**src/rtl/core/yri_pkg.sv**
```systemverilog
`timescale 1ns / 1ps

package yri_pkg;

    localparam int STAMP_W    = 63;
    localparam int RATE_W     = 32;
    localparam int ANGLE_W    = 32;
    localparam int Q_W        = 32;
    localparam int DEADBAND_W = 31;
    localparam int FIXED_W    = 30;
    localparam int CFG_W      = 31;
    localparam int STEP_W     = 32;
    localparam int PROD_W     = 63;

    localparam int CORDIC_STEPS = 30;
    localparam int IDX_W        = $clog2(CORDIC_STEPS);
    localparam int XY_W         = 33;
    localparam int Z_W          = 34;

    localparam logic [STAMP_W-1:0]  ONE_SECOND_NS     = 63'd1000000000;
    localparam logic [FIXED_W-1:0]  MIN_FIXED_STEP_NS = 30'd100000;
    localparam logic [STEP_W-1:0]   STEP_LIMIT        = 32'h8000_0000;
    localparam logic [31:0]         ANGLE_PER_RATE_NS = 32'd2935890503;
    localparam logic signed [XY_W-1:0] CORDIC_GAIN_Q30 = 33'sd652032874;
    localparam logic signed [XY_W-1:0] ONE_Q30         = 33'sd1073741824;

    typedef enum logic [0:0] {
        REG_RATE_DEADBAND = 1'b0,
        REG_FIXED_STEP    = 1'b1
    } cfg_reg_t;

    typedef enum logic [2:0] {
        FE_IDLE,
        FE_STEP,
        FE_MUL,
        FE_LO,
        FE_HI,
        FE_ADD
    } fe_state_t;

    // item handed from the integrator into the first rotation cell
    typedef struct packed {
        logic                 valid;
        logic [ANGLE_W-1:0]   yaw;
    } front_t;

    typedef struct packed {
        logic                 valid;
        logic [XY_W-1:0]      x;
        logic [XY_W-1:0]      y;
        logic [Z_W-1:0]       z;
        logic [ANGLE_W-1:0]   yaw;
    } cell_t;

    // atan(2^-i), full turn = 2^33
    function automatic logic [30:0] atan_q(input logic [4:0] idx);
        logic [30:0] v;
        case (idx)
            5'd0:  v = 31'd1073741824;
            5'd1:  v = 31'd633866811;
            5'd2:  v = 31'd334917815;
            5'd3:  v = 31'd170009512;
            5'd4:  v = 31'd85334662;
            5'd5:  v = 31'd42708931;
            5'd6:  v = 31'd21359677;
            5'd7:  v = 31'd10680490;
            5'd8:  v = 31'd5340326;
            5'd9:  v = 31'd2670173;
            5'd10: v = 31'd1335088;
            5'd11: v = 31'd667544;
            5'd12: v = 31'd333772;
            5'd13: v = 31'd166886;
            5'd14: v = 31'd83443;
            5'd15: v = 31'd41722;
            5'd16: v = 31'd20861;
            5'd17: v = 31'd10430;
            5'd18: v = 31'd5215;
            5'd19: v = 31'd2608;
            5'd20: v = 31'd1304;
            5'd21: v = 31'd652;
            5'd22: v = 31'd326;
            5'd23: v = 31'd163;
            5'd24: v = 31'd81;
            5'd25: v = 31'd41;
            5'd26: v = 31'd20;
            5'd27: v = 31'd10;
            5'd28: v = 31'd5;
            5'd29: v = 31'd3;
            5'd30: v = 31'd1;
            5'd31: v = 31'd1;
            default: v = 31'd0;
        endcase
        return v;
    endfunction

endpackage

```
**src/rtl/core/yri_cordic_cell.sv**
```systemverilog
`timescale 1ns / 1ps

module yri_cordic_cell
    import yri_pkg::*;
(
    input  logic              clk,
    input  logic              rst_n,
    input  logic              adv,
    input  logic [4:0]        idx,
    input  cell_t             cin,
    output cell_t             cout
);

    logic signed [XY_W-1:0] x_in, y_in, xs, ys;
    logic signed [Z_W-1:0]  z_in, ang;
    cell_t                  res;
    logic                   valid_reg;
    logic [XY_W-1:0]        x_reg;
    logic [XY_W-1:0]        y_reg;
    logic [Z_W-1:0]         z_reg;
    logic [ANGLE_W-1:0]     yaw_reg;

    always_comb
    begin
        x_in = $signed(cin.x);
        y_in = $signed(cin.y);
        z_in = $signed(cin.z);
        xs   = x_in >>> idx;
        ys   = y_in >>> idx;
        ang  = $signed({{(Z_W-31){1'b0}}, atan_q(idx)});
        res  = cin;
        if (!z_in[Z_W-1])
        begin
            res.x = x_in - ys;
            res.y = y_in + xs;
            res.z = z_in - ang;
        end
        else
        begin
            res.x = x_in + ys;
            res.y = y_in - xs;
            res.z = z_in + ang;
        end
    end

    always_ff @(posedge clk or negedge rst_n)
    begin
        if (!rst_n)
            valid_reg <= 1'b0;
        else if (adv)
            valid_reg <= cin.valid;
    end

    always_ff @(posedge clk)
    begin
        if (adv)
        begin
            x_reg   <= res.x;
            y_reg   <= res.y;
            z_reg   <= res.z;
            yaw_reg <= res.yaw;
        end
    end

    assign cout = '{valid: valid_reg, x: x_reg, y: y_reg, z: z_reg, yaw: yaw_reg};

endmodule
```
**config.mk**
```make
export PLATFORM = sky130hd
export DESIGN_NAME = yri_cordic_cell
export DESIGN_NICKNAME = d
export VERILOG_FILES = /design/src/rtl/core/yri_pkg.sv /design/src/rtl/core/yri_cordic_cell.sv
export SDC_FILE = /design/constraint.sdc
export NUM_CORES = 1
export LEC_CHECK = 0
export ABC_AREA = 1
export BUFFER_PORTS_ARGS = -buffer_cell sky130_fd_sc_hd__buf_2
export CAP_MARGIN = 0
export CORE_MARGIN = 8
export CORE_UTILIZATION = 47
export CTS_CLUSTER_DIAMETER = 200
export CTS_CLUSTER_SIZE = 40
export DETAILED_ROUTE_END_ITERATION = 6
export PLACE_DENSITY = 0.69
export REMOVE_ABC_BUFFERS = 1
export SLEW_MARGIN = 20
export SYNTH_ARGS = -nofsm -noshare
export SYNTH_HDL_FRONTEND = slang
export SYNTH_SLANG_ARGS = --single-unit
export TNS_END_PERCENT = 5
```
**constraint.sdc**
```tcl
create_clock -name clk -period 2.5 [get_ports clk]
set_clock_uncertainty 0.2 [all_clocks]
set_input_delay 0.25 -clock clk [delete_from_list [all_inputs] [get_ports clk]]
set_output_delay 0.25 -clock clk [all_outputs]
set_load 0.005 [all_outputs]
```
==> run_results.csv <==
group,metric,value,unit
run_status,status,"finished with violations",
run_status,violations,"setup timing",
cells_and_area,largest_register_ff_count,34,
synthesis,yosysTopAreaCellShare,24.42,%
synthesis,avgSynthCellArea,6.377,um2
global_routing,overflow,0,
synthesis,synth_warnings,0,
die,row_count,68,
cells_and_area,multi_input_area,12190,um2
clock_tree,cts-htree-levels,4,
synthesis,ys_types,52,
cells_and_area,nNetsFinal,3863,
setup_path,crit_path_max_fanout,12,
clock_tree,cts_buffers,17,
global_routing,grt_max_degree,59,
cells_and_area,final_cell_count_no_fill,4079,
placement,dp_hpwl,56130,um
drt,drtPass1Iterations,7,
sta,timing.hold.ws,0.01256,ns
placement,dp.cells,3985,
setup_path,timing.rr.start,"valid_reg",
placement,portBuffers,273,
cells_and_area,layout_common_cells,"nand2_1 (808), buf_4 (798), nand3_1 (348), buf_2 (270), inv_1 (209)",
setup_path,cp.arrival,4.29,ns
setup_path,critPathCaptureType,"flip-flop",
placement,place.gp.congestion,0.9975,
clock_tree,clkTransAtPathRegs,0.07,ns
cells_and_area,nFillCells,2582,
pwr,peakVddDrop,0.5185,mV
synthesis,synth.yosys.seq_area_share,24.58,%
global_routing,grt_pass1_wl,113400,um
clock_tree,cts.sink_count,133,
drt,drt_iter0_drc,2235,
die,die-width,201.8,um
setup_path,crit_path_frequent_cell,"buf_4",
drt,detail_route.vias_per_cell,5.448,
synthesis,synth_area,16230,um2
synthesis,post-synth-top-area-cell,"edfxtp_1",
clock_tree,cts_tree,"yes",
setup_path,criticalPathCategory,"in2reg",
placement,place_area,23900,um2
setup_path,max_stage_delay,0.40,ns
drt,postRouteAntennaNets,0,
setup_path,startpoint_type,"primary input",
clock_tree,cts_buffer_depth,2,
setup_path,path_delay_family,"compound AO/OA/AOI/OAI gates",
sta,slew_headroom,61.94,%
setup_path,crit_path_start,"idx[1]",
cells_and_area,diodes,0,
die,top_level_ports,274,
sta,period_needed,4.285,ns
clock_tree,clock_latency,0.45,ns
sta,setup_slack,-1.785,ns
global_routing,antenna_found_initial,0,
drt,drt-total-wl,74340,um
sta,rsz0062_at_grt,"true",
cells_and_area,drive_gt1_share,38.93,%
sta,period_share,171.4,%
die,design.die.area,40740,um2
setup_path,crit_buf_inv,9,
cells_and_area,final_cell_area,26430,um2
cells_and_area,final_common_cell,"nand2_1",
synthesis,ys_ff_latch,133,
setup_path,cp_data_required_time,2.51,ns
clock_tree,root_buffer,"clkbuf_16",
setup_path,slowest_stage,"a221o_1",
sta,drv_slew,0,
drt,drc,0,
cells_and_area,seq_area,3989,um2
pwr,leakage,13.72,nW
global_routing,grt.total_usage,34.37,%
cells_and_area,syn2layout_area_growth,62.87,%
sta,hold_violations,0,
min_path,hold_start,"adv",
drt,num_vias,22224,
die,coreArea,34290,um2
sta,setup_viol,96,
die,die_y,201.8,um
sta,fmaxAchievable,0.2334,GHz
min_path,worstHoldPathType,"in2reg",
synthesis,synth_cells,2545,
run,cap_violations,0,
sta,worst_slew_pin_slew,0.5657,ns
pwr,power.density,563.4,nW/um2
global_routing,grt_pass1_vias,21656,
synthesis,synth_top_cells_by_area,"edfxtp_1 (24%), nand2_1 (20%), nand3_1 (12%)",
sta,fin_tns_setup,-114.33,ns
die,initial_utilization,47.34,%
drt,wl_per_cell,18.22,um
-- final timing paths --
check | end | slack [ns] | depth (start not counted)
setup / recovery | z_reg[27] | -1.78 | 26
hold / removal | y_reg[29] | 0.01 | 1
setup reg to reg | valid_reg | 1.53 | 1
hold reg to reg | valid_reg | 0.35 | 1
max in group asynchronous | valid_reg | 1.53 | 3
min in group asynchronous | valid_reg | 0.46 | 3
-- synthesized netlist by cell type (all sizes together) --
library cell	number
mux2	1
o21ai	91
nor3b	1
clkbuf	28
o32ai	2
dfrtp	1
o21a	13
a31oi	13
clkinv	1
buf	56
nand2	867
a21boi	3
o22ai	6
a211oi	4
inv	229
or2	1
o211ai	10
o31ai	1
xor2	102
a221oi	3
a21o	10
nand4	20
o221ai	1
fa	3
a21oi	139
nand3b	6
nor4	15
nand2b	1
nor3	21
nand3	381
o2111ai	2
edfxtp	132
a221o	1
ha	108
o21bai	4
xnor2	51
nor2	217
-- cell families after synthesis --
logic type	share of synthesized area (%)
fa+ha+maj	8.696
flops	24.58
mux	0.06938
buf+inv	8.025
xor+xnor	8.256
compound gates	10.58
simple gates	39.80
-- stage by stage --
stage               setup WS (ns)  util (%)  power (mW)
floorplan                  -2.154         -       6.705
global placement           -2.332     69.70       10.76
detailed placement         -2.372     69.70       10.92
CTS                        -1.484     75.50       14.25
global route               -1.944     77.09       15.65
finish                     -1.785     77.09       14.89
-- timing repair --
item                                   CTS  global route
hold buffers                            36             0
endpoints found under the hold margin   35             0
resized for setup                      192           128
setup endpoints to repair               96            98
cloned                                   2             0
setup buffers                           17             7
pin swaps                               39            30
-- final cells by class --
| type | instances | share of cell area, % |
|---|---|---|
| Multi-Input combinational cell | 2098 | 46.10 |
| Timing Repair Buffer | 1131 | 30.97 |
| Sequential cell | 133 | 15.09 |
| Inverter | 230 | 3.313 |
| Tap cell | 455 | 2.154 |
| Clock buffer | 17 | 1.609 |
| Clock inverter | 15 | 0.7621 |
-- metal layers --
metal	track usage [%]	wire length [um]
met1	41.23	29110
met5	0	0
met4	17.09	4000
met3	5.427	5777
met2	59.04	35450
-- report_power, final --
group          internal (mW)  total, mW  switching (mW)  leakage (nW)
Combinational           4.20       8.79            4.59          12.1
Sequential              3.17       3.31           0.139          1.30
Clock                   1.53       2.80            1.26         0.308
Total                   8.91       14.9            5.99          13.7
Power figures use the tool's default switching activity.
