### config.mk
export PLATFORM = sky130hd
export DESIGN_NAME = yri_front
export DESIGN_NICKNAME = d
export VERILOG_FILES = /design/src/rtl/core/yri_pkg.sv /design/src/rtl/core/yri_front.sv
export SDC_FILE = /design/constraint.sdc
export NUM_CORES = 2
export LEC_CHECK = 0
export BUFFER_PORTS_ARGS = -buffer_cell sky130_fd_sc_hd__buf_2
export CORE_MARGIN = 4
export CORE_UTILIZATION = 59
export DETAILED_ROUTE_END_ITERATION = 10
export PLACE_DENSITY = 0.82
export RECOVER_POWER = 50
export SYNTH_ARGS = -nofsm -noshare
export SYNTH_HDL_FRONTEND = slang
export SYNTH_SLANG_ARGS = --single-unit
### constraint.sdc
create_clock -name clk -period 12.2 [get_ports clk]
set_clock_uncertainty 0.05 [all_clocks]
set_input_delay 1.22 -clock clk [delete_from_list [all_inputs] [get_ports clk]]
set_output_delay 1.22 -clock clk [all_outputs]
set_load 0.005 [all_outputs]
### src/rtl/core/yri_pkg.sv
`timescale 1ns / 1ps

package yri_pkg;

    localparam int STAMP_W    = 63;
    localparam int RATE_W     = 32;
    localparam int ANGLE_W    = 32;
    localparam int Q_W        = 32;
    localparam int DEADBAND_W = 31;
    localparam int FIXED_W    = 30;
    localparam int CFG_W      = 31;
    localparam int STEP_W     = 32;
    localparam int PROD_W     = 63;

    localparam int CORDIC_STEPS = 30;
    localparam int IDX_W        = $clog2(CORDIC_STEPS);
    localparam int XY_W         = 33;
    localparam int Z_W          = 34;

    localparam logic [STAMP_W-1:0]  ONE_SECOND_NS     = 63'd1000000000;
    localparam logic [FIXED_W-1:0]  MIN_FIXED_STEP_NS = 30'd100000;
    localparam logic [STEP_W-1:0]   STEP_LIMIT        = 32'h8000_0000;
    localparam logic [31:0]         ANGLE_PER_RATE_NS = 32'd2935890503;
    localparam logic signed [XY_W-1:0] CORDIC_GAIN_Q30 = 33'sd652032874;
    localparam logic signed [XY_W-1:0] ONE_Q30         = 33'sd1073741824;

    typedef enum logic [0:0] {
        REG_RATE_DEADBAND = 1'b0,
        REG_FIXED_STEP    = 1'b1
    } cfg_reg_t;

    typedef enum logic [2:0] {
        FE_IDLE,
        FE_STEP,
        FE_MUL,
        FE_LO,
        FE_HI,
        FE_ADD
    } fe_state_t;

    // item handed from the integrator into the first rotation cell
    typedef struct packed {
        logic                 valid;
        logic [ANGLE_W-1:0]   yaw;
    } front_t;

    typedef struct packed {
        logic                 valid;
        logic [XY_W-1:0]      x;
        logic [XY_W-1:0]      y;
        logic [Z_W-1:0]       z;
        logic [ANGLE_W-1:0]   yaw;
    } cell_t;

    // atan(2^-i), full turn = 2^33
    function automatic logic [30:0] atan_q(input logic [4:0] idx);
        logic [30:0] v;
        case (idx)
            5'd0:  v = 31'd1073741824;
            5'd1:  v = 31'd633866811;
            5'd2:  v = 31'd334917815;
            5'd3:  v = 31'd170009512;
            5'd4:  v = 31'd85334662;
            5'd5:  v = 31'd42708931;
            5'd6:  v = 31'd21359677;
            5'd7:  v = 31'd10680490;
            5'd8:  v = 31'd5340326;
            5'd9:  v = 31'd2670173;
            5'd10: v = 31'd1335088;
            5'd11: v = 31'd667544;
            5'd12: v = 31'd333772;
            5'd13: v = 31'd166886;
            5'd14: v = 31'd83443;
            5'd15: v = 31'd41722;
            5'd16: v = 31'd20861;
            5'd17: v = 31'd10430;
            5'd18: v = 31'd5215;
            5'd19: v = 31'd2608;
            5'd20: v = 31'd1304;
            5'd21: v = 31'd652;
            5'd22: v = 31'd326;
            5'd23: v = 31'd163;
            5'd24: v = 31'd81;
            5'd25: v = 31'd41;
            5'd26: v = 31'd20;
            5'd27: v = 31'd10;
            5'd28: v = 31'd5;
            5'd29: v = 31'd3;
            5'd30: v = 31'd1;
            5'd31: v = 31'd1;
            default: v = 31'd0;
        endcase
        return v;
    endfunction

endpackage

### src/rtl/core/yri_front.sv
`timescale 1ns / 1ps

module yri_front
    import yri_pkg::*;
(
    input  logic                 clk,
    input  logic                 rst_n,
    input  logic                 in_valid,
    output logic                 in_ready,
    input  logic [STAMP_W-1:0]   stamp_ns,
    input  logic [RATE_W-1:0]    yaw_rate,
    input  logic                 cfg_we,
    input  logic [0:0]           cfg_index,
    input  logic [CFG_W-1:0]     cfg_data,
    input  logic                 chain_adv,
    output front_t               front
);

    fe_state_t              state_reg, state_next;
    logic [DEADBAND_W-1:0]  deadband_reg;
    logic [FIXED_W-1:0]     fixed_reg;
    logic [ANGLE_W-1:0]     yaw_reg, yaw_next;
    logic [STAMP_W-1:0]     prev_reg;
    logic [STAMP_W-1:0]     stamp_reg;
    logic [RATE_W-1:0]      rmag_reg;
    logic                   rneg_reg;
    logic [STEP_W-1:0]      dmag_reg;
    logic                   neg_reg;
    logic [PROD_W-1:0]      prod_reg;
    logic [31:0]            lo_reg;
    logic [47:0]            hi_reg;

    logic                   accept;
    logic                   front_valid;
    logic [STAMP_W:0]       fwd;
    logic [STAMP_W-1:0]     back;
    logic                   fwd_ge;
    logic [STAMP_W-1:0]     diff;
    logic [STEP_W-1:0]      dsat;
    logic [STEP_W-1:0]      dmag;
    logic                   dneg;
    logic                   above_band;
    logic [31:0]            mul_a, mul_b;
    logic [63:0]            mul_p;
    logic [47:0]            mid;
    logic [ANGLE_W-1:0]     inc;

    assign accept = in_valid && in_ready;

    // next state
    always_comb
    begin
        state_next = state_reg;
        case (state_reg)
            FE_IDLE: if (in_valid) state_next = FE_STEP;
            FE_STEP: state_next = FE_MUL;
            FE_MUL:  state_next = FE_LO;
            FE_LO:   state_next = FE_HI;
            FE_HI:   state_next = FE_ADD;
            FE_ADD:  if (chain_adv) state_next = FE_IDLE;
            default: state_next = FE_IDLE;
        endcase
    end

    // outputs
    always_comb
    begin
        in_ready    = 1'b0;
        front_valid = 1'b0;
        case (state_reg)
            FE_IDLE: in_ready    = 1'b1;
            FE_ADD:  front_valid = 1'b1;
            default:
            begin
                in_ready    = 1'b0;
                front_valid = 1'b0;
            end
        endcase
    end

    assign front = '{valid: front_valid, yaw: yaw_next};

    // time step: stamp difference saturated at 2^31 ns either way, or the fixed step
    always_comb
    begin
        fwd    = {1'b0, stamp_reg} - {1'b0, prev_reg};
        back   = prev_reg - stamp_reg;
        fwd_ge = !fwd[STAMP_W];
        diff   = fwd_ge ? fwd[STAMP_W-1:0] : back;
        if ((|diff[STAMP_W-1:32]) || (diff[31] && (|diff[30:0])))
            dsat = STEP_LIMIT;
        else
            dsat = diff[STEP_W-1:0];
        dmag = '0;
        dneg = 1'b0;
        if (prev_reg >= ONE_SECOND_NS)
        begin
            dmag = dsat;
            dneg = !fwd_ge;
        end
        if (fixed_reg > MIN_FIXED_STEP_NS)
        begin
            dmag = {{(STEP_W-FIXED_W){1'b0}}, fixed_reg};
            dneg = 1'b0;
        end
        above_band = rmag_reg > {1'b0, deadband_reg};
    end

    // one shared multiplier: rate * step, then the product times the angle scale in two halves
    always_comb
    begin
        case (state_reg)
            FE_MUL:
            begin
                mul_a = rmag_reg;
                mul_b = dmag_reg;
            end
            FE_HI:
            begin
                mul_a = {1'b0, prod_reg[PROD_W-1:32]};
                mul_b = ANGLE_PER_RATE_NS;
            end
            default:
            begin
                mul_a = prod_reg[31:0];
                mul_b = ANGLE_PER_RATE_NS;
            end
        endcase
        mul_p = mul_a * mul_b;
    end

    always_comb
    begin
        mid      = hi_reg + {16'd0, lo_reg} + 48'd32768;
        inc      = mid[47:16];
        yaw_next = neg_reg ? (yaw_reg - inc) : (yaw_reg + inc);
    end

    always_ff @(posedge clk or negedge rst_n)
    begin
        if (!rst_n)
        begin
            state_reg    <= FE_IDLE;
            deadband_reg <= '0;
            fixed_reg    <= '0;
            yaw_reg      <= '0;
            prev_reg     <= '0;
        end
        else
        begin
            state_reg <= state_next;
            if (cfg_we)
            begin
                case (cfg_reg_t'(cfg_index))
                    REG_RATE_DEADBAND: deadband_reg <= cfg_data[DEADBAND_W-1:0];
                    REG_FIXED_STEP:    fixed_reg    <= cfg_data[FIXED_W-1:0];
                    default:           deadband_reg <= deadband_reg;
                endcase
            end
            if (state_reg == FE_STEP)
                prev_reg <= stamp_reg;
            if (state_reg == FE_ADD && chain_adv)
                yaw_reg <= yaw_next;
        end
    end

    always_ff @(posedge clk)
    begin
        if (accept)
        begin
            stamp_reg <= stamp_ns;
            rneg_reg  <= yaw_rate[RATE_W-1];
            rmag_reg  <= yaw_rate[RATE_W-1] ? (~yaw_rate + 1'b1) : yaw_rate;
        end
        if (state_reg == FE_STEP)
        begin
            dmag_reg <= dmag;
            neg_reg  <= rneg_reg ^ dneg;
            // a rate inside the deadband adds nothing: zero it
            if (!above_band)
                rmag_reg <= '0;
        end
        if (state_reg == FE_MUL)
            prod_reg <= mul_p[PROD_W-1:0];
        if (state_reg == FE_LO)
            lo_reg <= mul_p[63:32];
        if (state_reg == FE_HI)
            hi_reg <= mul_p[47:0];
    end

`ifndef SYNTHESIS
    a_one_item_at_a_time: assert property (@(posedge clk) disable iff (!rst_n)
        accept |=> !in_ready)
        else $error("front end took a second item while busy");

    a_yaw_only_on_handoff: assert property (@(posedge clk) disable iff (!rst_n)
        !(state_reg == FE_ADD && chain_adv) |=> $stable(yaw_reg))
        else $error("yaw changed without an item entering the cells");

    a_wait_for_cells: assert property (@(posedge clk) disable iff (!rst_n)
        (state_reg == FE_ADD && !chain_adv) |=> state_reg == FE_ADD)
        else $error("item dropped while the cells were stalled");
`endif

endmodule

==> impl_results.md <==
- Worst Tran Pin Value: 3470 ps
- Commonest non-fill, non-tap cells in the layout: inv_1, fa_1, nor2_1
- Area Growth Syn to Fin: 6.34%
- Post-CTS Resized: 0
- Syn avg cell area: 9.04 sq um
- M3 GR Usage: 0.130
- Status: complete, but fails checks
- Clk_lat worst skew: 640 ps
- Die height: 330 um
- FILL cells: 8,609
- Initial DRC Count: 5,732
- Std-Cell Rows: 117
- Share of cells above drive strength 1: 0.0808
- Clk sinks: 431
- Hold Fails Final Rpt: 0
- First-pass GRT wire length: 331,000 um
- RSZ-0062 raised after global routing: false
- Crit path launch: state_reg[2]
- Routability congestion estimate from global placement: 1.04
- Core region area: 102,000 sq um
- Max Slew Vio Count: 485
- Max cap viols: 10
- Full die area: 109,000 sq um
- Reg2reg setup slack: 390 ps
- Fin nets: 8,300
- Top cells by area, synth: fa_1, edfxtp_1, ha_1
- Max frequency: 84.6 MHz
- RR Startpoint: state_reg[2]
- Mapped Cells: 6,754
- CP Class: reg2reg
- Post-layout min period: 11,810 ps
- Clock buffer count from CTS: 45
- Synth Cell Area: 61,000 sq um
- GRT Overall Usage: 0.412
- Vias in the first global route: 53,200
- YS warnings: 0
- TritonCTS clock tree: done
- Post-DP HPWL: 178,000 um
- Max_slew headroom: -1.32
- Distinct cell type count after synthesis: 107
- Seq/Total Area, Yosys: 0.194
- Critical Path AT: 12,010 ps
- DRC Markers: 0
- Top_reg_cell synth: edfxtp_1
- Met1 GRT Util: 0.526
- IO Pins: 166
- EDFF count, synth: 240
- Setup crit end: prod_reg[55]
- GR Overflow Total: 0
- Critical path depth: 31
- Tcrit/Tclk final: 0.968
- WL/cell: 27.2 um
- WP buf/inv: 8
- Drt first pass iters: 6
- Final antenna-violating net count: 0
- Leading area contributor after synthesis: fa_1
- Clock Pin Slew Worst Setup and Hold Paths: 80 ps
- Async SR Flop Fraction: 0.369
- Hold Crit Class: reg2reg
- # H-tree levels: 2
- Share of the synthesized area in the top cell type: 0.295
- R2r endpoint: prod_reg[55]
- Max incr delay on CP: 1100 ps
- Routed vias/inst: 6.32
- Vias post-DR: 51,600
- Most common cell after layout, fill and taps aside: inv_1
- Crit Path Max Fanout: 137
- Port Buffers: 165
- Failing checks: max-capacitance violations, max-slew violations
- Chip width: 330 um
- Setup TNS: 0 ps
- Critical Path RT: 12,390 ps
- Hold_buf cts: 0
- Worst setup SP type: flip-flop
- Synth Net Count: 8,299
- GR Util met2: 0.622
- Post-Route WL: 222,000 um
- Setup bufs post-CTS: 0
- Worst path slowest cell: xnor2_1
- Gr busiest metal: met2
- Crit. End Element: flip-flop
- Flops & latches, synth: 431
- Root buf cell: clkbuf_16
- Crit path top cell by count: fa_1
- Initial antenna violation count: 23
- Clock Tree Buf Depth: 3
- Setup violations, final: 0
- Initial core utilization: 0.597
- Worst reg-to-reg path cell count: 31
- Largest net degree at the start of global routing: 138
- Crit-path leading delay family: adder cells
==> worst min-delay path by stage <==
| stage | end | cells past startpoint | from | slack [ps] |
|---|---|---|---|---|
| final | prev_reg[62] | 2 | stamp_reg[62] | 440 |
| after global routing | yaw_reg[0] | 2 | yaw_reg[0] | 470 |
| after CTS | yaw_reg[31] | 1 | yaw_reg[31] | 440 |
| after detailed placement | yaw_reg[31] | 1 | yaw_reg[31] | 430 |
| after global placement | yaw_reg[0] | 2 | yaw_reg[0] | 410 |
| after floorplan | yaw_reg[0] | 2 | yaw_reg[0] | 400 |
==> stage by stage <==
stage	hold WS (ps)	cell area, sq um	util	instances	setup WS, ps
global route	474	64900	0.635	8166	166
detailed placement	431	63400	0.620	8076	1070
global placement	413	63400	0.620	8076	1330
finish	437	64900	0.635	8169	385
floorplan	400	61000	-	6754	703
CTS	443	64900	0.636	8160	1010
==> cell families after synthesis <==
family          share of synthesized area
fa+ha+maj                           0.400
compound gates                      0.124
buf+inv                            0.0902
mux                                0.0176
simple gates                        0.143
flops                               0.194
xor+xnor                           0.0309
==> layout make-up <==
type                       instances  area [sq um]  area share
sequential                       431         11800       0.182
tap                             1368          1710      0.0264
clock inverter                    30           320     0.00493
timing repair buffer             286          1720      0.0264
antenna                            9          22.5    0.000347
clock buffer                      54          1240      0.0191
inverter                        1101          4140      0.0637
multi-input combinational       4890         43900       0.677
==> cell usage after synthesis (9+ instances only) <==
cell type	instances
o221ai_1	9
or3_1	18
nor2_1	781
buf_1	23
buf_4	10
xor2_1	90
o21bai_2	12
inv_1	1100
dfxtp_1	32
a21o_1	114
nand2b_1	56
mux2i_1	34
nand3_1	51
a221oi_1	40
o22ai_1	10
nor4_1	24
nand2_1	777
fa_1	899
edfxtp_1	240
and2_1	51
or4_1	15
mux2_2	65
nor2b_1	36
o211ai_1	20
clkbuf_1	269
a221o_1	33
dfrtp_1	159
o21ai_2	19
o21bai_1	37
or2_2	13
o21a_1	37
buf_2	22
ha_1	514
and3_1	28
a21oi_1	299
nor3b_1	9
xnor2_1	123
a31oi_1	29
a21boi_0	10
a211oi_1	64
o21ai_0	279
nor3_1	56
nand4_1	62
o31ai_1	25
==> tightest hold or removal path, delay by kind of cell (launching register included) <==
family,cells,cell delay (ps)
DFF,1,340
and+or+nand+nor,1,50
AOI/OAI and AO/OA,1,60
==> layer usage <==
metal  share of wire  vias up
met4           0.073       22
met2            0.43     3323
li1                -    21900
met5         0.00078        -
met1            0.37    25500
met3            0.13      888
Power is left out: the tool's default activity adds up to more than one toggle a clock period on the data nets, which glitch-free logic cannot reach.
